## src/rtl/core/dbpm_pkg.sv

```systemverilog
// package for the backlight power manager: payload types, mode and register codes
// no dependencies
`default_nettype none
package dbpm_pkg;

   typedef struct packed {
      logic [31:0] now_ms;
      logic        touch_valid;
      logic        touch_down;
      logic [9:0]  touch_x;
      logic [9:0]  touch_y;
      logic        status_valid;
      logic [31:0] status_signature;
      logic [1:0]  severity;
   } req_type;

   typedef struct packed {
      logic [7:0] brightness;
      logic       brightness_write;
      logic [1:0] display_mode;
      logic       fading;
      logic       pointer_pressed;
      logic [9:0] pointer_x;
      logic [9:0] pointer_y;
      logic       ui_refresh;
   } rsp_type;

   localparam logic [1:0] MODE_AWAKE = 2'd0;
   localparam logic [1:0] MODE_DIM   = 2'd1;
   localparam logic [1:0] MODE_OFF   = 2'd2;

   localparam logic [2:0] REG_IDLE_TIMEOUT = 3'd0;
   localparam logic [2:0] REG_DIM_TIMEOUT  = 3'd1;
   localparam logic [2:0] REG_AWAKE_LEVEL  = 3'd2;
   localparam logic [2:0] REG_DIM_LEVEL    = 3'd3;
   localparam logic [2:0] REG_FADE_TIME    = 3'd4;
   localparam logic [2:0] REG_SNOOZE_TIME  = 3'd5;
   localparam logic [2:0] REG_WAKE_GUARD   = 3'd6;
   localparam logic [2:0] REG_LONG_PRESS   = 3'd7;

   localparam int          CSR_ADDR_W = 4;
   localparam int          DIV_STEPS  = 24;
   localparam logic [4:0]  DIV_LAST   = 5'(DIV_STEPS - 1);

   typedef struct packed {
      logic load;    // capture the beat, run touch handling, start divide
      logic step;    // one divider iteration
      logic finish;  // fade, status, timers and the result register
   } cmd_type;

   typedef struct packed {
      logic div_done;
   } sts_type;

   typedef struct packed {
      logic [31:0] idle_timeout_ms;
      logic [31:0] dim_timeout_ms;
      logic [7:0]  awake_level;
      logic [7:0]  dim_level;
      logic [15:0] fade_time_ms;
      logic [31:0] snooze_time_ms;
      logic [15:0] wake_guard_ms;
      logic [15:0] long_press_ms;
   } cfg_type;

endpackage
`default_nettype wire

```

## src/rtl/core/dbpm_ctrl.sv

```systemverilog
// controller for the backlight power manager: sequences load, divide and finish
// depends on dbpm_pkg
`default_nettype none
module dbpm_ctrl (
   input  wire logic              clock,
   input  wire logic              reset,
   input  wire logic              req_valid,
   output logic                   req_stall,
   output logic                   rsp_valid,
   input  wire logic              rsp_stall,
   input  wire dbpm_pkg::sts_type sts,
   output dbpm_pkg::cmd_type      cmd
);
   import dbpm_pkg::*;

   localparam logic [1:0] ST_IDLE = 2'd0;
   localparam logic [1:0] ST_DIV  = 2'd1;
   localparam logic [1:0] ST_FIN  = 2'd2;

   logic [1:0] state_ff, state_in;
   logic       valid_ff, valid_in;
   logic       accept, out_free;

   assign out_free  = !valid_ff || !rsp_stall;
   assign req_stall = (state_ff != ST_IDLE);
   assign accept    = req_valid && !req_stall;
   assign rsp_valid = valid_ff;

   always_comb begin
      state_in   = state_ff;
      cmd.load   = 1'b0;
      cmd.step   = 1'b0;
      cmd.finish = 1'b0;
      valid_in   = valid_ff && rsp_stall;
      case (state_ff)
         ST_IDLE: begin
            if (accept) begin
               cmd.load = 1'b1;
               state_in = ST_DIV;
            end
         end
         ST_DIV: begin
            cmd.step = 1'b1;
            if (sts.div_done) state_in = ST_FIN;
         end
         ST_FIN: begin
            if (out_free) begin
               cmd.finish = 1'b1;
               valid_in   = 1'b1;
               state_in   = ST_IDLE;
            end
         end
         default: state_in = ST_IDLE;
      endcase
   end

   always_ff @(posedge clock) begin
      if (reset) begin
         state_ff <= ST_IDLE;
         valid_ff <= 1'b0;
      end else begin
         state_ff <= state_in;
         valid_ff <= valid_in;
      end
   end

   a_stall_busy: assert property (@(posedge clock) disable iff (reset)
      (state_ff != ST_IDLE) |-> req_stall) else $error("accept while busy");
   a_load_div: assert property (@(posedge clock) disable iff (reset)
      cmd.load |=> (state_ff == ST_DIV)) else $error("load did not start divide");
   a_fin_valid: assert property (@(posedge clock) disable iff (reset)
      cmd.finish |=> rsp_valid) else $error("finish without result");
   a_state_ok: assert property (@(posedge clock) disable iff (reset)
      (state_ff == ST_IDLE) || (state_ff == ST_DIV) || (state_ff == ST_FIN))
      else $error("bad state");
endmodule
`default_nettype wire

```

## src/rtl/core/dbpm_datapath.sv

```systemverilog
// datapath for the backlight power manager: state registers, divider, timers
// depends on dbpm_pkg
`default_nettype none
module dbpm_datapath (
   input  wire logic              clock,
   input  wire logic              reset,
   input  wire dbpm_pkg::cfg_type cfg,
   input  wire dbpm_pkg::req_type req_data,
   input  wire dbpm_pkg::cmd_type cmd,
   output dbpm_pkg::sts_type      sts,
   output dbpm_pkg::rsp_type      rsp_data
);
   import dbpm_pkg::*;

   // persistent state
   logic [1:0]  mode_ff, mode_in, goal_mode_ff, goal_mode_in, sev_ff, sev_in;
   logic        fade_on_ff, fade_on_in, snooze_on_ff, snooze_on_in;
   logic        armed_ff, armed_in, hold_act_ff, hold_act_in, hold_fired_ff, hold_fired_in;
   logic        standby_ff, standby_in, seen_ff, seen_in;
   logic [7:0]  lvl_ff, lvl_in, from_ff, from_in, goal_ff, goal_in;
   logic [31:0] fbegin_ff, fbegin_in, off_since_ff, off_since_in;
   logic [31:0] dim_since_ff, dim_since_in, act_ff, act_in;
   logic [31:0] snz_end_ff, snz_end_in, hold_begin_ff, hold_begin_in;
   logic [31:0] last_sig_ff, last_sig_in, snz_sig_ff, snz_sig_in;

   // per-beat registers
   req_type     beat_ff;
   logic        fwd_ff, refresh_ff, wrote_ff;
   logic        t_fwd, t_refresh;
   logic [15:0] elapsed_ff;
   logic        short_ff;
   logic        neg_ff;
   logic [23:0] quo_ff, rem_ff;
   logic [4:0]  cnt_ff;
   rsp_type     rsp_ff;

   // touch stage results (load cycle), applied to the state
   logic [1:0]  t_mode;
   logic        t_fade_on, t_snz_on, t_armed, t_hact, t_hfired;
   logic [1:0]  t_gmode;
   logic [7:0]  t_from, t_goal;
   logic [31:0] t_fbegin, t_dim, t_act, t_snz_end, t_hbegin, t_snz_sig;
   logic [31:0] now, elapsed32;
   logic        pressed;
   logic [8:0]  t_delta, delta_abs;
   logic [23:0] t_dividend;

   assign now     = req_data.now_ms;
   assign pressed = req_data.touch_down;

   always_comb begin
      t_mode = mode_ff; t_fade_on = fade_on_ff; t_snz_on = snooze_on_ff;
      t_armed = armed_ff; t_hact = hold_act_ff; t_hfired = hold_fired_ff;
      t_gmode = goal_mode_ff; t_from = from_ff; t_goal = goal_ff;
      t_fbegin = fbegin_ff; t_dim = dim_since_ff; t_act = act_ff;
      t_snz_end = snz_end_ff; t_hbegin = hold_begin_ff; t_snz_sig = snz_sig_ff;
      t_fwd = 1'b0; t_refresh = 1'b0;
      if (req_data.touch_valid) begin
         if (pressed && (mode_ff == MODE_DIM || mode_ff == MODE_OFF)) begin
            t_act = now; t_snz_on = 1'b0;
            if (!(mode_ff == MODE_OFF && (now - off_since_ff) <= {16'd0, cfg.wake_guard_ms}))
            begin
               if (!(mode_ff == MODE_AWAKE && !fade_on_ff)) begin
                  if (mode_ff == MODE_OFF) t_refresh = 1'b1;
                  t_armed = 1'b1; t_fade_on = 1'b1; t_gmode = MODE_AWAKE;
                  t_from = lvl_ff; t_goal = cfg.awake_level; t_fbegin = now;
               end
            end
         end else if (armed_ff) begin
            if (!pressed) t_armed = 1'b0;
         end else if (pressed && hold_fired_ff) begin
         end else if (!pressed) begin
            t_hact = 1'b0; t_hfired = 1'b0;
         end else begin
            t_act = now; t_snz_on = 1'b0;
            if (!hold_act_ff) begin
               t_hact = 1'b1; t_hfired = 1'b0; t_hbegin = now; t_fwd = 1'b1;
            end else if ((now - hold_begin_ff) >= {16'd0, cfg.long_press_ms}) begin
               t_hfired = 1'b1; t_snz_sig = last_sig_ff; t_snz_on = 1'b1;
               t_snz_end = now + cfg.snooze_time_ms;
               if (!(mode_ff == MODE_OFF && !fade_on_ff)) begin
                  t_fade_on = 1'b1; t_gmode = MODE_OFF; t_from = lvl_ff;
                  t_goal = 8'd0; t_fbegin = now;
               end
            end else begin
               t_fwd = 1'b1;
            end
         end
      end
      elapsed32  = now - t_fbegin;
      t_delta    = {1'b0, t_goal} - {1'b0, t_from};
      delta_abs  = t_delta[8] ? 9'(-t_delta) : t_delta;
      t_dividend = {16'd0, delta_abs[7:0]} * {8'd0, elapsed32[15:0]};
   end

   // restoring divider, one quotient bit per step
   logic [24:0] trial;
   assign trial = {rem_ff, quo_ff[23]} - {9'd0, cfg.fade_time_ms};
   assign sts.div_done = (cnt_ff == DIV_LAST);

   // finish stage: fade, status, timers
   logic [7:0]  f_step, f_next;
   logic        crit;
   logic [31:0] snz_d;
   always_comb begin
      mode_in = t_mode; fade_on_in = t_fade_on; snooze_on_in = t_snz_on;
      armed_in = t_armed; hold_act_in = t_hact; hold_fired_in = t_hfired;
      goal_mode_in = t_gmode; from_in = t_from; goal_in = t_goal;
      fbegin_in = t_fbegin; dim_since_in = t_dim; act_in = t_act;
      snz_end_in = t_snz_end; hold_begin_in = t_hbegin; snz_sig_in = t_snz_sig;
      off_since_in = off_since_ff; lvl_in = lvl_ff; sev_in = sev_ff;
      standby_in = standby_ff; seen_in = seen_ff; last_sig_in = last_sig_ff;
      f_step = neg_ff ? 8'(-quo_ff[7:0]) : quo_ff[7:0];
      f_next = from_ff + f_step;
      crit = 1'b0; snz_d = '0;
      rsp_data = rsp_ff;
      if (cmd.finish) begin
         // state regs already hold the touch results here
         mode_in = mode_ff; fade_on_in = fade_on_ff; snooze_on_in = snooze_on_ff;
         armed_in = armed_ff; hold_act_in = hold_act_ff; hold_fired_in = hold_fired_ff;
         goal_mode_in = goal_mode_ff; from_in = from_ff; goal_in = goal_ff;
         fbegin_in = fbegin_ff; dim_since_in = dim_since_ff; act_in = act_ff;
         snz_end_in = snz_end_ff; hold_begin_in = hold_begin_ff; snz_sig_in = snz_sig_ff;
         rsp_data.ui_refresh = refresh_ff;
         rsp_data.brightness_write = 1'b0;
         if (fade_on_ff) begin
            if (short_ff) begin
               fade_on_in = 1'b0; lvl_in = goal_ff; rsp_data.brightness_write = 1'b1;
               mode_in = goal_mode_ff;
               if (goal_mode_ff == MODE_OFF) begin
                  off_since_in = beat_ff.now_ms; armed_in = 1'b0;
               end
            end else if (f_next != lvl_ff) begin
               lvl_in = f_next; rsp_data.brightness_write = 1'b1;
            end
         end
         if (beat_ff.status_valid) begin
            sev_in = (beat_ff.severity == 2'd3) ? 2'd0 : beat_ff.severity;
            if (!seen_ff) begin
               seen_in = 1'b1; standby_in = 1'b1;
               act_in = beat_ff.now_ms; snooze_on_in = 1'b0;
            end else if (beat_ff.status_signature != last_sig_ff) begin
               act_in = beat_ff.now_ms;
               if (snooze_on_in && beat_ff.status_signature != snz_sig_ff)
                  snooze_on_in = 1'b0;
               if ((sev_in == 2'd1 || sev_in == 2'd2)
                   && !(mode_in == MODE_AWAKE && !fade_on_in)) begin
                  if (mode_in == MODE_OFF) rsp_data.ui_refresh = 1'b1;
                  armed_in = 1'b1; fade_on_in = 1'b1; goal_mode_in = MODE_AWAKE;
                  from_in = lvl_in; goal_in = cfg.awake_level;
                  fbegin_in = beat_ff.now_ms;
               end
            end
            last_sig_in = beat_ff.status_signature;
         end
         crit  = (sev_in == 2'd2);
         snz_d = snz_end_in - beat_ff.now_ms;
         if (standby_in) begin
            if (snooze_on_in && snz_d != 32'd0 && !snz_d[31]) begin
            end else if (snooze_on_in && crit) begin
               snooze_on_in = 1'b0;
               if (!(mode_in == MODE_DIM && !fade_on_in)) begin
                  if (mode_in == MODE_OFF) rsp_data.ui_refresh = 1'b1;
                  fade_on_in = 1'b1; goal_mode_in = MODE_DIM; from_in = lvl_in;
                  goal_in = cfg.dim_level; fbegin_in = beat_ff.now_ms;
                  dim_since_in = beat_ff.now_ms;
               end
            end else begin
               snooze_on_in = 1'b0;
               if (mode_in == MODE_AWAKE
                   && (beat_ff.now_ms - act_in) >= cfg.idle_timeout_ms) begin
                  if (fade_on_in) begin
                     fade_on_in = 1'b1; goal_mode_in = MODE_DIM; from_in = lvl_in;
                     goal_in = cfg.dim_level; fbegin_in = beat_ff.now_ms;
                     dim_since_in = beat_ff.now_ms;
                  end else begin
                     fade_on_in = 1'b1; goal_mode_in = MODE_DIM; from_in = lvl_in;
                     goal_in = cfg.dim_level; fbegin_in = beat_ff.now_ms;
                     dim_since_in = beat_ff.now_ms;
                  end
               end else if (mode_in == MODE_DIM && !crit
                   && (beat_ff.now_ms - dim_since_in) >= cfg.dim_timeout_ms) begin
                  fade_on_in = 1'b1; goal_mode_in = MODE_OFF; from_in = lvl_in;
                  goal_in = 8'd0; fbegin_in = beat_ff.now_ms;
               end
            end
         end
         rsp_data.brightness       = lvl_in;
         rsp_data.display_mode     = mode_in;
         rsp_data.fading           = fade_on_in;
         rsp_data.pointer_pressed  = fwd_ff;
         rsp_data.pointer_x        = fwd_ff ? beat_ff.touch_x : 10'd0;
         rsp_data.pointer_y        = fwd_ff ? beat_ff.touch_y : 10'd0;
      end
   end

   always_ff @(posedge clock) begin
      if (cmd.load) begin
         beat_ff    <= req_data;
         fwd_ff     <= t_fwd;
         refresh_ff <= t_refresh;
         short_ff   <= (cfg.fade_time_ms == 16'd0)
                       || (elapsed32 >= {16'd0, cfg.fade_time_ms});
         elapsed_ff <= elapsed32[15:0];
         neg_ff     <= t_delta[8];
         quo_ff     <= t_dividend;
         rem_ff     <= '0;
         cnt_ff     <= '0;
      end else if (cmd.step) begin
         if (!trial[24]) rem_ff <= trial[23:0];
         else rem_ff <= {rem_ff[22:0], quo_ff[23]};
         quo_ff <= {quo_ff[22:0], !trial[24]};
         cnt_ff <= cnt_ff + 5'd1;
      end
      if (cmd.finish) rsp_ff <= rsp_data;
   end

   always_ff @(posedge clock) begin
      if (reset) begin
         mode_ff <= MODE_AWAKE; goal_mode_ff <= MODE_AWAKE; sev_ff <= 2'd0;
         fade_on_ff <= 1'b0; snooze_on_ff <= 1'b0; armed_ff <= 1'b0;
         hold_act_ff <= 1'b0; hold_fired_ff <= 1'b0; standby_ff <= 1'b0;
         seen_ff <= 1'b0;
         lvl_ff <= 8'd160; from_ff <= 8'd160; goal_ff <= 8'd160;
         fbegin_ff <= '0; off_since_ff <= '0; dim_since_ff <= '0; act_ff <= '0;
         snz_end_ff <= '0; hold_begin_ff <= '0; last_sig_ff <= '0; snz_sig_ff <= '0;
      end else if (cmd.load || cmd.finish) begin
         mode_ff <= mode_in; goal_mode_ff <= goal_mode_in; sev_ff <= sev_in;
         fade_on_ff <= fade_on_in; snooze_on_ff <= snooze_on_in; armed_ff <= armed_in;
         hold_act_ff <= hold_act_in; hold_fired_ff <= hold_fired_in;
         standby_ff <= standby_in; seen_ff <= seen_in;
         lvl_ff <= lvl_in; from_ff <= from_in; goal_ff <= goal_in;
         fbegin_ff <= fbegin_in; off_since_ff <= off_since_in;
         dim_since_ff <= dim_since_in; act_ff <= act_in;
         snz_end_ff <= snz_end_in; hold_begin_ff <= hold_begin_in;
         last_sig_ff <= last_sig_in; snz_sig_ff <= snz_sig_in;
      end
   end

   a_quo_fits: assert property (@(posedge clock) disable iff (reset)
      (cmd.finish && fade_on_ff && !short_ff) |-> (quo_ff[23:8] == 16'd0))
      else $error("ramp step out of range");
   a_short: assert property (@(posedge clock) disable iff (reset)
      (cmd.finish && fade_on_ff && !short_ff) |-> (elapsed_ff < cfg.fade_time_ms))
      else $error("ramp elapsed past fade time");
   a_off_level: assert property (@(posedge clock) disable iff (reset)
      (cmd.finish && mode_in == MODE_OFF && !fade_on_in) |-> (lvl_in == 8'd0))
      else $error("off mode with backlight lit");
endmodule
`default_nettype wire

```

## src/rtl/core/display_backlight_power_manager.sv

```systemverilog
// top level of the backlight power manager: config registers, controller, datapath
// depends on dbpm_pkg, dbpm_ctrl, dbpm_datapath
//
// usage: one req beat per main-loop pass (timestamp, optional touch sample,
// optional status signature and severity); one rsp beat per req beat with
// the brightness, write strobe, committed mode, fade flag, forwarded pointer
// and ui refresh flag. csr writes (index, data) land when csr_valid and
// csr_ready are high; csr_ready is always high, unknown indexes are ignored.
// rsp_valid rises after the load step, the steps of the bit-serial fade
// divider, then the finish step that loads the output register. a new beat is
// taken only after the previous one finishes; req_stall is high while a beat
// is in work. when rsp_stall holds the output register, the finish step waits,
// so nothing is lost.
// reset (synchronous, active high) restores register defaults: awake mode,
// brightness 160, no fade, standby disabled until the first status beat.
`default_nettype none
module display_backlight_power_manager (
   input  wire logic                            clock,
   input  wire logic                            reset,
   input  wire logic                            req_valid,
   output logic                                 req_stall,
   input  wire dbpm_pkg::req_type               req_data,
   output logic                                 rsp_valid,
   input  wire logic                            rsp_stall,
   output dbpm_pkg::rsp_type                    rsp_data,
   input  wire logic                            csr_valid,
   output logic                                 csr_ready,
   input  wire logic [dbpm_pkg::CSR_ADDR_W-1:0] csr_index,
   input  wire logic [31:0]                     csr_wdata
);
   import dbpm_pkg::*;

   cfg_type cfg_ff;
   cmd_type cmd;
   sts_type sts;
   rsp_type rsp_next;
   logic    rsp_vld;

   assign csr_ready = 1'b1;

   always_ff @(posedge clock) begin
      if (reset) begin
         cfg_ff.idle_timeout_ms <= 32'd300000;
         cfg_ff.dim_timeout_ms  <= 32'd30000;
         cfg_ff.awake_level     <= 8'd160;
         cfg_ff.dim_level       <= 8'd24;
         cfg_ff.fade_time_ms    <= 16'd400;
         cfg_ff.snooze_time_ms  <= 32'd1800000;
         cfg_ff.wake_guard_ms   <= 16'd1000;
         cfg_ff.long_press_ms   <= 16'd3000;
      end else if (csr_valid && csr_index[3] == 1'b0) begin
         case (csr_index[2:0])
            REG_IDLE_TIMEOUT: cfg_ff.idle_timeout_ms <= csr_wdata;
            REG_DIM_TIMEOUT:  cfg_ff.dim_timeout_ms  <= csr_wdata;
            REG_AWAKE_LEVEL:  cfg_ff.awake_level     <= csr_wdata[7:0];
            REG_DIM_LEVEL:    cfg_ff.dim_level       <= csr_wdata[7:0];
            REG_FADE_TIME:    cfg_ff.fade_time_ms    <= csr_wdata[15:0];
            REG_SNOOZE_TIME:  cfg_ff.snooze_time_ms  <= csr_wdata;
            REG_WAKE_GUARD:   cfg_ff.wake_guard_ms   <= csr_wdata[15:0];
            REG_LONG_PRESS:   cfg_ff.long_press_ms   <= csr_wdata[15:0];
            default: ;
         endcase
      end
   end

   dbpm_ctrl u_ctrl (
      .clock     (clock),
      .reset     (reset),
      .req_valid (req_valid),
      .req_stall (req_stall),
      .rsp_valid (rsp_vld),
      .rsp_stall (rsp_stall),
      .sts       (sts),
      .cmd       (cmd)
   );

   dbpm_datapath u_dp (
      .clock    (clock),
      .reset    (reset),
      .cfg      (cfg_ff),
      .req_data (req_data),
      .cmd      (cmd),
      .sts      (sts),
      .rsp_data (rsp_next)
   );

   rsp_type rsp_hold_ff;
   always_ff @(posedge clock) begin
      if (cmd.finish) rsp_hold_ff <= rsp_next;
   end

   assign rsp_valid = rsp_vld;
   assign rsp_data  = rsp_hold_ff;
endmodule
`default_nettype wire
```

## config.mk

```make
export PLATFORM = sky130hd
export DESIGN_NAME = display_backlight_power_manager
export DESIGN_NICKNAME = d
export VERILOG_FILES = /design/src/rtl/core/dbpm_pkg.sv /design/src/rtl/core/dbpm_ctrl.sv /design/src/rtl/core/dbpm_datapath.sv /design/src/rtl/core/display_backlight_power_manager.sv
export SDC_FILE = /design/constraint.sdc
export NUM_CORES = 2
export LEC_CHECK = 0
export BUFFER_PORTS_ARGS = -buffer_cell sky130_fd_sc_hd__buf_2
export CORE_ASPECT_RATIO = 0.5
export CORE_MARGIN = 4
export CORE_UTILIZATION = 62
export CTS_BUF_LIST = sky130_fd_sc_hd__clkbuf_2 sky130_fd_sc_hd__clkbuf_4 sky130_fd_sc_hd__clkbuf_8
export DETAILED_ROUTE_END_ITERATION = 8
export PLACE_DENSITY_LB_ADDON = 0.3
export REMOVE_ABC_BUFFERS = 1
export SYNTH_ARGS = -nofsm -noshare
export SYNTH_HDL_FRONTEND = slang
export SYNTH_SLANG_ARGS = --single-unit
```

## constraint.sdc

```tcl
create_clock -name clock -period 23.4 [get_ports clock]
set_input_delay 4.68 -clock clock [delete_from_list [all_inputs] [get_ports clock]]
set_output_delay 4.68 -clock clock [all_outputs]
set_load 0.03 [all_outputs]
```

==> results.sh <==
export IMPL_h_tree_depth=3
export IMPL_yosysWarnings=0
export IMPL_wl_met2_um=61000
export IMPL_violations="max-capacitance violations"
export IMPL_path_clk_slew_ps=70
export IMPL_dr_pass1_iters=6
export IMPL_gr_total_overflow=0
export IMPL_fin_crit_ps=17190
export IMPL_design_area_um2=49900
export IMPL_async_reset_ff_share_pct=0
export IMPL_antenna_found_initial=5
export IMPL_final_max_slew_viol_count=0
export IMPL_timing_fmax_mhz=58.2
export IMPL_regArea_um2=14200
export IMPL_max_stage_delay_ps=1020
export IMPL_finClkSkew_ps=43.3
export IMPL_crit_type="input port to flip-flop"
export IMPL_grt_pass1_wl_um=229000
export IMPL_core_area_um2=73500
export IMPL_cts_tree="done"
export IMPL_arrival_ps=17730
export IMPL_ir_drop_mv=0.199
export IMPL_hold_path_class="flip-flop to flip-flop"
export IMPL_synth_cells=5736
export IMPL_slowest_stage="xor2_1"
export IMPL_instances_no_fill=6849
export IMPL_fp_row_count=70
export IMPL_cp_start_kind="input port"
export IMPL_clk_latency_ps=810
export IMPL_fillCellCount=6148
export IMPL_setup_viol_count_final=0
export IMPL_drc=0
export IMPL_ios=167
export IMPL_synth_area_leaders="dfxtp_1 21%, ha_1 11%, edfxtp_1 9.7%"
export IMPL_cts_sinks=634
export IMPL_gp_congestion=1.03
export IMPL_fin_crit_sh_pct=73.4
export IMPL_p_leak_nw=20.6
export IMPL_fp_dieArea_um2=79300
export IMPL_multi_input_area_um2=29300
export IMPL_cts_buffers_inserted=95
export IMPL_whs_ps=454
export IMPL_yosysMostFrequentCell="nand2_1"
export IMPL_start_util_pct=62.9
export IMPL_fin_util_pct=67.9
export IMPL_top_layer_used="met5"
export IMPL_path_common_cell="fa_1"
export IMPL_cp_required_ps=23940
export IMPL_synth_seq_cells=634
export IMPL_dp_cells=6667
export IMPL_ys_flop_type="dfxtp_1"
export IMPL_die_x_um=394
export IMPL_critPathBufInv=5
export IMPL_finalHoldViolCount=0
export IMPL_drive_above_1_share_pct=8.28
export IMPL_fin_nets=6427
export IMPL_seq_area_frac_synth_pct=30.7
export IMPL_portBuffers=165
export IMPL_drtIter0Drc=4506
export IMPL_synth_area_um2=46300
export IMPL_status="finished with violations"
export IMPL_dpl_hpwl_um=109000
export IMPL_synth_edf_count=149
export IMPL_postCtsSetupBuffers=0
export IMPL_maxCapViolations=1
export IMPL_die_h_um=201
export IMPL_ant_nets=0
export IMPL_routed_wl_met3_um=16300
export IMPL_first_global_vias=40713
export IMPL_synthTopCellsByCount="826 x nand2_1, 548 x a21oi_1, 536 x nor2_1"
export IMPL_cts_root_buf="clkbuf_8"
export IMPL_holdBufCountCts=0
export IMPL_cts_repair_resized=0
export IMPL_tns_ps=0
export IMPL_p_per_area_nw_per_um2=78.1
export IMPL_num_vias=43105
export IMPL_slew_headroom_pct=0.682
export IMPL_synth_top_area_share_pct=21.0
export IMPL_rsz0062_at_grt="no"
export IMPL_post_synth_num_cell_types=101
export IMPL_grt_start_max_net_pins=88
export IMPL_viasPerCell=6.29
export IMPL_finalWirelength_um=147000
export IMPL_syn_to_final_growth_pct=7.92
export IMPL_cts_buffer_depth=3
export IMPL_syn_avg_cell_area_um2=8.06
export IMPL_wl_per_cell_um=21.5
export IMPL_path_delay_family="compound AO/OA/AOI/OAI gates"
export IMPL_worst_pin_slew_ps=1470
export IMPL_yosysTopAreaCell="dfxtp_1"
export IMPL_grt_total_usage_pct=36.0
export IMPL_place_area_um2=47700
export IMPL_end_kind="flip-flop"
export IMPL_critPathMaxFanout=22
export IMPL_drt_met1_wl_um=63800
==> registers in the layout, indices dropped and copies added, names as in the netlist, 8 cells and up <==
name,cells
cfg_ff,160
rsp_data,34
u_dp.act_ff,32
u_dp.beat_ff,87
u_dp.dim_since_ff,32
u_dp.fbegin_ff,32
u_dp.from_ff,8
u_dp.goal_ff,8
u_dp.hold_begin_ff,32
u_dp.last_sig_ff,32
u_dp.lvl_ff,8
u_dp.off_since_ff,32
u_dp.quo_ff,24
u_dp.rem_ff,24
u_dp.snz_end_ff,32
u_dp.snz_sig_ff,32
==> per-stage QoR <==
stage | setup WS [ps] | power (mW)
CTS | 6420 | 3.89
detailed placement | 5710 | 2.82
global route | 5380 | 4.16
floorplan | 5680 | 2.40
finish | 6210 | 3.90
global placement | 5900 | 2.77
==> final cells by class <==
class / count / area share (%)
Timing Repair Buffer: 222 / 2.53
Clock buffer: 136 / 3.39
Sequential cell: 634 / 28.4
Tap cell: 972 / 2.44
Clock inverter: 42 / 0.925
Inverter: 476 / 3.59
Multi-Input combinational cell: 4363 / 58.7
Antenna cell: 4 / 0.0201
==> path summary, 6_finish.rpt <==
path,slack (ps),endpoint,cells past startpoint,start
worst min register to register,450,cfg_ff[125],2,cfg_ff[125]
worst max-delay path,6210,u_dp.quo_ff[22],55,req_data[57]
worst max register to register,10040,u_dp.quo_ff[22],53,u_dp.off_since_ff[2]
worst min-delay path,450,cfg_ff[125],2,cfg_ff[125]
==> worst register-to-register path: cells and delay by family (launching register included) <==
kind / cells / cell delay (ps)
buf+inv: 4 / 270
xor+xnor: 3 / 1280
fa+ha+maj: 9 / 3400
flops: 1 / 350
simple gates: 15 / 2540
compound gates: 22 / 5280
==> cells by family (layout without fill, tap and decap cells) <==
kind of cell	Yosys count	after routing	synth area share, %
xor+xnor	275	275	5.21
flops	634	634	30.7
simple gates	1972	1972	19.0
buf+inv	739	876	6.21
compound gates	1432	1432	19.9
fa+ha+maj	505	505	15.2
other cells	1	5	0.00811
mux	178	178	3.88
==> where the power goes <==
part / leakage, nW / internal [mW] / total, mW / switching (mW)
logic: 14.1 / 0.649 / 1.60 / 0.950
clock network: 1.12 / 0.554 / 1.06 / 0.504
registers: 5.33 / 1.19 / 1.24 / 0.0464
==> layout by cell type, fill, tap and decap left out, types with 112 or more instances in the layout <==
master    Yosys  final
nand2_1     826    824
a21oi_1     548    548
nor2_1      536    535
dfxtp_1     485    485
inv_1       474    472
ha_1        411    411
o21ai_0     233    233
mux2i_1     166    166
buf_2        19    164
edfxtp_1    149    149
xor2_1      138    138
xnor2_1     137    136
nand3_1     113    112
==> layer usage <==
layer,track usage [%],up-vias
met3,10.2,359
li1,-,20145
met2,53.0,2029
met5,0,-
met1,50.2,20568
met4,13.7,4
Note: power is estimated with default switching activity, not from simulation.
